### src/hw/rtl/sacp_pkg.sv
// ---------------------------------------------------------------------------
// sacp_pkg
// Shared types and constants of the set-associative cache controller.
// ---------------------------------------------------------------------------
`default_nettype none

package sacp_pkg;

  localparam int unsigned ADDR_W = 32;
  localparam int unsigned BLKNUM_W = 27;
  localparam int unsigned PFCNT_W = 3;

  localparam logic CMD_READ = 1'b0;
  localparam logic CMD_WRITE = 1'b1;

  typedef struct packed {
    logic        cmd;
    logic [31:0] addr;
  } req_t;

  typedef struct packed {
    logic        hit;
    logic        buffer_hit;
    logic        miss_counted;
    logic        fetch_needed;
    logic        writeback;
    logic [31:0] writeback_addr;
    logic [2:0]  prefetch_count;
    logic [26:0] prefetch_first_block;
  } rsp_t;

endpackage

`default_nettype wire

### src/hw/rtl/sacp_front.sv
// ---------------------------------------------------------------------------
// sacp_front
// Input stage and two-entry request queue toward the lookup engine.
// ---------------------------------------------------------------------------
`default_nettype none

module sacp_front
  import sacp_pkg::*;
(
  input  wire        clk,
  input  wire        rst,
  input  wire        in_valid,
  output logic       in_ready,
  input  wire req_t  in_req,
  output logic       q_valid,
  input  wire        q_ready,
  output req_t       q_req
);

  req_t       mem [2];
  logic       wr_ptr;
  logic       rd_ptr;
  logic [1:0] count;
  logic       push;
  logic       pop;

  assign in_ready = (count != 2'd2);
  assign push = in_valid && in_ready;
  assign q_valid = (count != 2'd0);
  assign pop = q_valid && q_ready;
  assign q_req = mem[rd_ptr];

  always_ff @(posedge clk) begin
    if (push) begin
      mem[wr_ptr] <= in_req;
    end
    if (rst) begin
      wr_ptr <= 1'b0;
      rd_ptr <= 1'b0;
      count <= 2'd0;
    end else begin
      if (push) wr_ptr <= ~wr_ptr;
      if (pop) rd_ptr <= ~rd_ptr;
      count <= count + {1'b0, push} - {1'b0, pop};
    end
  end

endmodule

`default_nettype wire

### config.mk
export PLATFORM = sky130hd
export DESIGN_NAME = sacp_front
export DESIGN_NICKNAME = d
export VERILOG_FILES = /design/src/hw/rtl/sacp_pkg.sv /design/src/hw/rtl/sacp_front.sv
export SDC_FILE = /design/constraint.sdc
export NUM_CORES = 1
export LEC_CHECK = 0
export BUFFER_PORTS_ARGS = -buffer_cell sky130_fd_sc_hd__buf_2
export CELL_PAD_IN_SITES_DETAIL_PLACEMENT = 1
export CELL_PAD_IN_SITES_GLOBAL_PLACEMENT = 1
export CORE_ASPECT_RATIO = 0.9
export CORE_UTILIZATION = 44
export DETAILED_ROUTE_END_ITERATION = 12
export HOLD_SLACK_MARGIN = 0.05
export PLACE_DENSITY = 0.84
export SLEW_MARGIN = 10
export SYNTH_ARGS = -nofsm -noshare
export SYNTH_HDL_FRONTEND = slang
export SYNTH_SLANG_ARGS = --single-unit
### constraint.sdc
create_clock -name clk -period 2.72 [get_ports clk]
set_clock_uncertainty 0.1 [all_clocks]
set_input_delay 0.544 -clock clk [delete_from_list [all_inputs] [get_ports clk]]
set_output_delay 0.544 -clock clk [all_outputs]
set_load 0.02 [all_outputs]
=== After elaboration in Yosys (flattened, before gate mapping) ===
Memory sizes are Yosys's and may differ from the RTL's. A register that Yosys moved wholly into a read port is not among the register bits.
Index checks and enable logic that the tools add are counted.

* Flip-flop bits (word level): 4
* RAM bits: 66
* Memories: 1

* $add $sub $neg: 2
* Equality and inequality tests: 1
* Mux-type cells: 4
* Bitwise gates (word level): 2
* Reductions and logical operators: 3

{| class="wikitable"
|+ Memory list
! name !! words !! width !! read ports !! clocked after Yosys merged registers in !! write ports !! line !! RTL
|-
| mem || 2 || 33 || 1 || 1 || 1 || sacp_front.sv:20 || <nowiki>req_t mem [2];</nowiki>
|}

{| class="wikitable"
|+ Operator list
! kind !! count
|-
| two-way mux 1 bit || 4
|-
| adder 2 x 1 -> 2 bit || 1
|-
| logical AND 1 bit || 2
|-
| inequality test 2 bit, second input constant || 1
|-
| inverter 1 bit || 2
|-
| nonzero test 2 bit || 1
|-
| subtractor 2 x 1 -> 2 bit || 1
|}

=== Longest topological paths before layout ===
Gate-level depths: netlist of run 1.

* Depth after elaboration: 4
* Gate-level depth with buffers: 8

=== Worst setup path before layout of run 1 ===
OpenSTA, ideal clock, no wires.

* Kind: reg-to-reg
* Start point: reg count[0]
* End point: mem mem[0][0] (netlist bit), enable pin
* Arrival: 2.039 ns
* Required time: 2.197 ns
* Setup slack: 0.158 ns
* Cell stages (with the launch flop): 4
* Path buffers: 0
* Clock period less this slack: 2.562 ns
* Cells stage by stage: dfxtp_1 nand2b_2 nand2_2 nor2_1

* Cells in the longest elaborated chain, start to end: 4

{| class="wikitable"
|+ Ends and longest elaborated chain
! item !! line !! RTL
|-
| start: declaration || sacp_front.sv:23 || <nowiki>logic [1:0] count;</nowiki>
|-
| start signal: assignment || sacp_front.sv:44 || <nowiki>count <= count + {1'b0, push} - {1'b0, pop};</nowiki>
|-
| inequality test 2 bit || sacp_front.sv:27 || <nowiki>assign in_ready = (count != 2'd2);</nowiki>
|-
| via in_ready || sacp_front.sv:13 || <nowiki>output logic in_ready,</nowiki>
|-
| logical AND 1 bit || sacp_front.sv:28 || <nowiki>assign push = in_valid && in_ready;</nowiki>
|-
| two-way mux 1 bit || sacp_front.sv:34 || <nowiki>if (push) begin</nowiki>
|-
| two-way mux 1 bit (implied by the code) || sacp_front.sv:35 || <nowiki>mem[wr_ptr] <= in_req;</nowiki>
|-
| end: declaration || sacp_front.sv:20 ||
|}

The timed path passes the listed nets, and every way through them passes these cells.

==> results of run 1 <==
cells in the mapped netlist:
| master | n |
|---|---|
| sky130_fd_sc_hd__edfxtp_1 | 66 |
| sky130_fd_sc_hd__mux2_4 | 31 |
| sky130_fd_sc_hd__dfxtp_1 | 5 |
| sky130_fd_sc_hd__nor2_1 | 5 |
| sky130_fd_sc_hd__buf_6 | 4 |
| sky130_fd_sc_hd__mux2_1 | 3 |
| sky130_fd_sc_hd__ha_1 | 2 |
| sky130_fd_sc_hd__nor2b_1 | 2 |
| sky130_fd_sc_hd__xnor2_1 | 2 |
| sky130_fd_sc_hd__and3_1 | 1 |
| sky130_fd_sc_hd__inv_1 | 1 |
| sky130_fd_sc_hd__nand2_2 | 1 |
| sky130_fd_sc_hd__nand2b_2 | 1 |
| sky130_fd_sc_hd__o21a_2 | 1 |
| sky130_fd_sc_hd__or2_1 | 1 |
| sky130_fd_sc_hd__xor2_1 | 1 |
path summary, 6_finish.rpt:
check	from	slack [ps]	depth (start not counted)	endpoint
max	register	430	3	q_req[0]
min	in_req[13]	300	1	mem[1][13]
max reg2reg	count[0]	1030	8	count[1]
min reg2reg	rd_ptr	450	2	register
layout by cell type, fill, tap and decap left out, types with 3 or more instances in the layout:
cell type                  synthesis  final
sky130_fd_sc_hd__edfxtp_1         66     66
sky130_fd_sc_hd__clkbuf_8          0     11
sky130_fd_sc_hd__buf_2             0     71
sky130_fd_sc_hd__nor2_1            5      4
sky130_fd_sc_hd__mux2_4           31     31
sky130_fd_sc_hd__mux2_1            3      3
sky130_fd_sc_hd__dfxtp_1           5      4
cell type report:
cell class	instances	area share [%]
Clock buffer	11	4.42
Tap cell	70	2.56
Sequential cell	71	60.9
Timing Repair Buffer	74	11.4
Inverter	1	0.110
Multi-Input combinational cell	51	18.3
Clock inverter	5	2.34
kinds of logic (layout without fill, tap and decap cells):
group / count (synthesis) / in the layout
AOI/OAI and AO/OA: 1 / 1
buffers and inverters: 5 / 91
adders and majority gates: 2 / 2
and+or+nand+nor: 11 / 11
DFF: 71 / 71
xor gates and xnor gates: 3 / 3
muxes: 34 / 34
critical path, delay by kind of cell, from the launching register on:
kind / cells / cell delay [ps]
buf+inv: 2 / 420
flops: 1 / 530
mux: 1 / 350
power groups by stage:
stage / Combinational, mW / Sequential, mW / Clock (mW)
global route: 1.01 / 1.47 / 0.991
CTS: 0.957 / 1.46 / 0.956
finish: 0.938 / 1.45 / 0.930
detailed placement: 0.956 / 1.48 / 0
floorplan: 0.736 / 1.44 / 0
global placement: 0.938 / 1.47 / 0
registers in the layout, summed over array words and instances, names as in the netlist, named ones only:
register / cells
mem: 66
rd_ptr: 1
count: 2
wr_ptr: 1
per-layer routing:
metal	global-route usage, %	routed length, um
met5	0	0
met1	15.4	1750
met4	8.00	109
met2	26.3	2470
met3	6.46	265
stage by stage:
| stage | util [%] | setup slack (ps) | hold WS [ps] |
|---|---|---|---|
| 6_report | 58.4 | 432 | 296 |
| 5_1_grt | 58.4 | 344 | 271 |
| 4_1_cts | 58.4 | 389 | 274 |
| 3_5_place_dp | 54.5 | 772 | 446 |
| 3_3_place_gp | 54.5 | 814 | 396 |
| 2_1_floorplan | - | 158 | 380 |
==> impl_summary.log, run 1 <==
INFO  metric run_status = finished, final reports clean
INFO  metric cp_data_arrival_time = 1640 ps
INFO  metric synth_fp_nets = 166
INFO  metric worstPathCellList = buf_12, mux2_1, buf_2
INFO  metric comb_power_share = 28.2%
INFO  metric drt_iter0_drc = 42
INFO  metric initial_core_util = 46.9%
INFO  metric layout-drive-gt1-share = approximately three fifths
INFO  metric dieWidth = 85.3 um
INFO  metric die_height = 77.0 um
INFO  metric place.gp.congestion = 0.714
INFO  metric cts_inserted_buffers = 9
INFO  metric crit_slowest_cell = sky130_fd_sc_hd__dfxtp_2
INFO  metric core_area = 5860 um2
INFO  metric synth-simple-area-share = around 2.1%
INFO  metric setup_violations = 0
INFO  metric synth_top_area_cell = sky130_fd_sc_hd__edfxtp_1
INFO  metric yosys_warnings = 0
INFO  metric maxClockFrequency = 437 MHz
INFO  metric root_buffer = sky130_fd_sc_hd__clkbuf_8
INFO  metric clock_insertion_delay_worst_skew = 330 ps
INFO  metric synth_adder_area_share = less than 1%
INFO  metric vias_per_cell = about 4.8
INFO  metric postCtsResizedCells = 0
INFO  metric post_synth_xor_area_fraction = 0.956%
INFO  metric htree_num_levels = 3
INFO  metric ant_nets = 0
INFO  metric clock_power_share = about 28%
INFO  metric detailroute.via_count = 1350
INFO  metric synth_compound_gate_area_share = less than 1%
INFO  metric post_cts_hold_buffer_count = 0
INFO  metric synth-seq-cells = 71
INFO  metric max_cap_violations = 0
INFO  metric numClockSinks = 71
INFO  metric post_synth_num_cell_types = 16
INFO  metric synth_top_cell_area_share = between 70 and 80%
INFO  metric p_leak = 1.37 nW
INFO  metric dpl-instance-area = 3190 um2
INFO  metric cts.reportedPaths.clkPinSlew = approximately 70 ps
INFO  metric area.sequential = between 2000 and 2500 um2
INFO  metric layout_min_cycle_time = 2290 ps
INFO  metric grt_pass1_wl = 7130 um
INFO  metric yosys-mux-area-fraction = a little under a fifth
INFO  metric critical_path.max_fanout = 25
INFO  metric area_growth_syn_to_layout = 24.5%
INFO  metric synth.top_cells.by_area = sky130_fd_sc_hd__edfxtp_1 (72%), sky130_fd_sc_hd__mux2_4 (17%), sky130_fd_sc_hd__dfxtp_1 (3.6%), sky130_fd_sc_hd__buf_6 (1.6%), sky130_fd_sc_hd__mux2_1 (1.2%)
INFO  metric ctsLongestPathBuffers = 2
INFO  metric total_standard_cell_area_after_synthesis = 2750 um2
INFO  metric slowest_delay = 530 ps
INFO  metric hold_path_class = in -> reg
INFO  metric num-nets-final = approximately 250
INFO  metric groute.usage.overall = 15.1%
INFO  metric finalSetupTns = 0 ps
INFO  metric total_power_after_layout = 3.32 mW
INFO  metric switching_share = 28.4%
INFO  metric worstSetupPathType = reg -> out
INFO  metric rsz0062_at_grt = false
INFO  metric grt_start_max_net_pins = 34
INFO  metric grt_antenna_before_repair = 0
INFO  metric design_area = 3420 um2
INFO  metric antenna_cells_inserted = 0
INFO  metric row_count = 26
INFO  metric die_area = about 6600 um2
INFO  metric internal_power = 2.38 mW
INFO  metric synth_sequential_area_ratio = 75.7%
INFO  metric crit_path_end_kind = output port
INFO  metric avgSynthCellArea = 21.6 um2
INFO  metric critPathRequiredTime = 2080 ps
INFO  metric hpwlAfterDp = 3250 um
INFO  metric areal_power_density_over_the_cells = 970 nW/um2
INFO  metric final.fill_count = 559
INFO  metric multi_input_comb_area = 626 um2
INFO  metric max_slew.worst_pin.slew = 454 ps
INFO  metric stdcell_count = 283
INFO  metric dp.cells = 267
INFO  metric seq_power_share = between 40% and 50%
INFO  metric top_level_ports = between 70 and 80
INFO  metric synthCells = approximately 130
INFO  metric route.detailed.drc = 0
INFO  metric first_global_vias = 1435
INFO  metric cts_tree = yes
INFO  metric timing_hold_violations_final = 0
INFO  metric worstSetupStartpointType = register
INFO  metric post-cts-setup-buffer-count = 0
INFO  metric fraction_of_the_cycle_the_final_worst_path_needs = 84.1%
INFO  metric largest_family_of_logic_cells_by_synthesized_area = multiplexers
INFO  metric wl = approximately 4600 um
INFO  metric worst_slew_margin_rel = 69.7%
INFO  metric maxSlewViolCount = 0
INFO  metric global_route.overflow_total = 0
INFO  metric routed_wire_length_per_instance = 16.3 um
INFO  metric vdd_drop_max = 0.383 mV
INFO  metric io_buffer_count = 71
INFO  metric detail_route.first_pass.iterations = 4
INFO  metric p_switching = 0.941 mW
(Power assumes the default switching activity.)
==> inputs of run 2 (changes only) <==
Settings changed: CORE_UTILIZATION 44 to 39, PLACE_DENSITY 0.84 to 0.79.
Clock period 2.72 ns to 2.1 ns, I/O delays scaled along.
==> run 2 against run 1 <==
Register-to-register slack worse by 630 ps. Hold slack worse by 120 ps. Via count is 1.1% higher. Total power is 28% higher. Routed wire length is 3.3% lower. Global-route usage is 2.6 points lower. Highest routed layer unchanged. Cell area is 0.91% higher. Critical path type unchanged. Utilization is 6.8 points lower. Critical path depth stayed put. Sequential power is 28% higher.
==> impl_summary.log, run 2 (same netlist as run 1, synthesis figures left out) <==
INFO  metric detail_route.first_pass.iterations = 3 (was 4)
INFO  metric first_global_vias = 1414 (was 1435)
INFO  metric fraction_of_the_cycle_the_final_worst_path_needs = between 90 and 100%
INFO  metric slowest_delay = 360 ps (was 530 ps)
INFO  metric path_buf_inv = 2 (unchanged)
INFO  metric layout_commonest_cell = sky130_fd_sc_hd__buf_2 (unchanged)
INFO  metric total_power_after_layout = 4.26 mW (was 3.32 mW)
INFO  metric max_cap_violations = 0 (unchanged)
INFO  metric io_buffer_count = 71 (unchanged)
INFO  metric die_height = 81.6 um (was 77.0 um)
INFO  metric postCtsResizedCells = 0 (unchanged)
INFO  metric number_of_flip_flops_in_the_largest_register = 66 (unchanged)
INFO  metric vdd_drop_max = 0.631 mV (was 0.383 mV)
INFO  metric cp_data_arrival_time = 1450 ps (was 1640 ps)
INFO  metric htree_num_levels = 3 (unchanged)
INFO  metric row_count = 28 (was 26)
INFO  metric hold_path_class = in -> reg (unchanged)
INFO  metric cts_inserted_buffers = 9 (unchanged)
INFO  metric place.gp.congestion = 0.640 (was 0.714)
INFO  metric largest_registers = mem (66), count (2) (unchanged)
INFO  metric cts.reportedPaths.clkPinSlew = 70 ps (about the same)
INFO  metric post-cts-setup-buffer-count = 0 (unchanged)
INFO  metric groute.usage.overall = 12.5% (was 15.1%)
INFO  metric layout-drive-gt1-share = 58.2% (was 59.2%)
INFO  metric root_buffer = sky130_fd_sc_hd__clkbuf_8 (unchanged)
INFO  metric cts_tree = yes (unchanged)
INFO  metric critPathTopFamily = buffers and inverters (was flip-flops)
INFO  metric crit_slowest_cell = sky130_fd_sc_hd__mux2_1 (was sky130_fd_sc_hd__dfxtp_2)
INFO  metric worstPathCellList = buf_12, mux2_1, buf_2 (unchanged)
INFO  metric top_level_ports = 72 (unchanged)
INFO  metric detailroute.via_count = 1365 (was 1350)
INFO  metric grt_pass1_wl = 6680 um (was 7130 um)
INFO  metric wl = 4450 um (was 4600 um)
INFO  metric max_slew.worst_pin.slew = 250 ps (was 454 ps)
INFO  metric pre_cts_slack = 364 ps (was 772 ps)
INFO  metric numClockSinks = 71 (unchanged)
INFO  metric grt_start_max_net_pins = 34 (unchanged)
INFO  metric timing_hold_violations_final = 0 (unchanged)
INFO  metric run_status = finished, final reports clean (unchanged)
INFO  metric core_area = 6690 um2 (was 5860 um2)
INFO  metric ctsLongestPathBuffers = 2 (unchanged)
INFO  metric design_area = 3450 um2 (was 3420 um2)
INFO  metric global_route.overflow_total = 0 (unchanged)
INFO  metric stdcell_count = 303 (was 283)
INFO  metric hpwlAfterDp = 2960 um (was 3250 um)
INFO  metric antenna_cells_inserted = 0 (unchanged)
INFO  metric worst_slew_margin_rel = 83.4% (was 69.7%)
INFO  metric maxClockFrequency = 507 MHz
INFO  metric critPathRequiredTime = 1580 ps (was 2080 ps)
INFO  metric layout_min_cycle_time = a little under 2000 ps
INFO  metric vias_per_cell = 4.50 (was 4.77)
INFO  metric most-common-layout-cells = sky130_fd_sc_hd__buf_2 (71), sky130_fd_sc_hd__edfxtp_1 (66), sky130_fd_sc_hd__mux2_4 (31) (unchanged)
INFO  metric dpl-instance-area = 3240 um2 (was 3190 um2)
INFO  metric rsz0062_at_grt = false (unchanged)
INFO  metric route.detailed.drc = 0 (unchanged)
INFO  metric die_area = 7390 um2 (was 6570 um2)
INFO  metric p_leak = 1.37 nW (about the same)
INFO  metric initial_core_util = 41.1% (was 46.9%)
INFO  metric worstSetupPathType = reg -> out (unchanged)
INFO  metric maxSlewViolCount = 0 (unchanged)
INFO  metric setup_violations = 0 (unchanged)
INFO  metric routed_wire_length_per_instance = 14.7 um (was 16.3 um)
INFO  metric post_cts_hold_buffer_count = 0 (unchanged)
INFO  metric drt_iter0_drc = 44 (was 42)
INFO  metric dieWidth = 90.5 um (was 85.3 um)
INFO  metric finalSetupTns = 0 ps (unchanged)
INFO  metric critical_path.max_fanout = 33 (was 25)
INFO  metric dp.cells = 287 (was 267)
INFO  metric worstSetupStartpointType = register (unchanged)
INFO  metric max_flop_register = mem (unchanged)
INFO  metric post-route-worst-setup-slack = 127 ps (was 432 ps)
INFO  metric clock_insertion_delay_worst_skew = 320 ps (was 330 ps)
INFO  metric area_growth_syn_to_layout = 25.6% (was 24.5%)
INFO  metric num-nets-final = 247 (unchanged)
INFO  metric areal_power_density_over_the_cells = 1230 nW/um2 (was 970 nW/um2)
INFO  metric crit_path_end_kind = output port (unchanged)
INFO  metric grt_antenna_before_repair = 0 (unchanged)
INFO  metric ant_nets = 0 (unchanged)
## run 2: cell count changes in the layout (fill, tap and decap cells not counted), sizes merged
cell      change
clkinv        +2
clkbuf        -1
clkinvlp      -1
## run 2: where the power goes
part / switching [mW] / internal [mW]
combinational: 0.680 / 0.591
clock: 0.470 / 0.665
sequential: 0.0704 / 1.78
total: 1.22 / 3.04
## run 2: per-stage QoR
stage                     hold slack, ps  util, %
after global placement               418     48.4
after detailed placement             415     48.4
after global routing                 151     51.6
final                                176     51.6
after floorplan                      380        -
after CTS                            155     51.6
## run 2: worst reg2reg max path, cell delays in order (launching register included)
cell	delay (ps)
sky130_fd_sc_hd__dfxtp_1	370
sky130_fd_sc_hd__nand2b_2	160
sky130_fd_sc_hd__nand2_2	100
sky130_fd_sc_hd__ha_1	280
sky130_fd_sc_hd__inv_1	60
sky130_fd_sc_hd__ha_1	150
sky130_fd_sc_hd__xor2_1	190
sky130_fd_sc_hd__xnor2_1	140
sky130_fd_sc_hd__nor2_1	50
## run 2: layer usage
metal,vias to the layer above,wire length [um],track usage (%)
met2,45,2330,21.5
met4,0,25,5.32
met5,-,0,0
met1,665,1890,14.6
met3,4,202,4.26
li1,651,-,-
## run 2: area by class of cell
type                       count  area, um2
fill                         649       3240
sequential                    71       2080
multi-input combinational     51        626
timing repair buffer          74        415
clock buffer                  10        128
tap                           90        113
clock inverter                 6       85.1
inverter                       1       3.75
## run 2: path summary, 6_finish.rpt
| kind | start | to | slack [ps] | cells past startpoint |
|---|---|---|---|---|
| max | register | q_req[1] | 130 | 3 |
| min | in_req[31] | mem[1][31] | 180 | 1 |
| max reg2reg | count[0] | count[1] | 400 | 8 |
| min reg2reg | rd_ptr | rd_ptr | 420 | 2 |
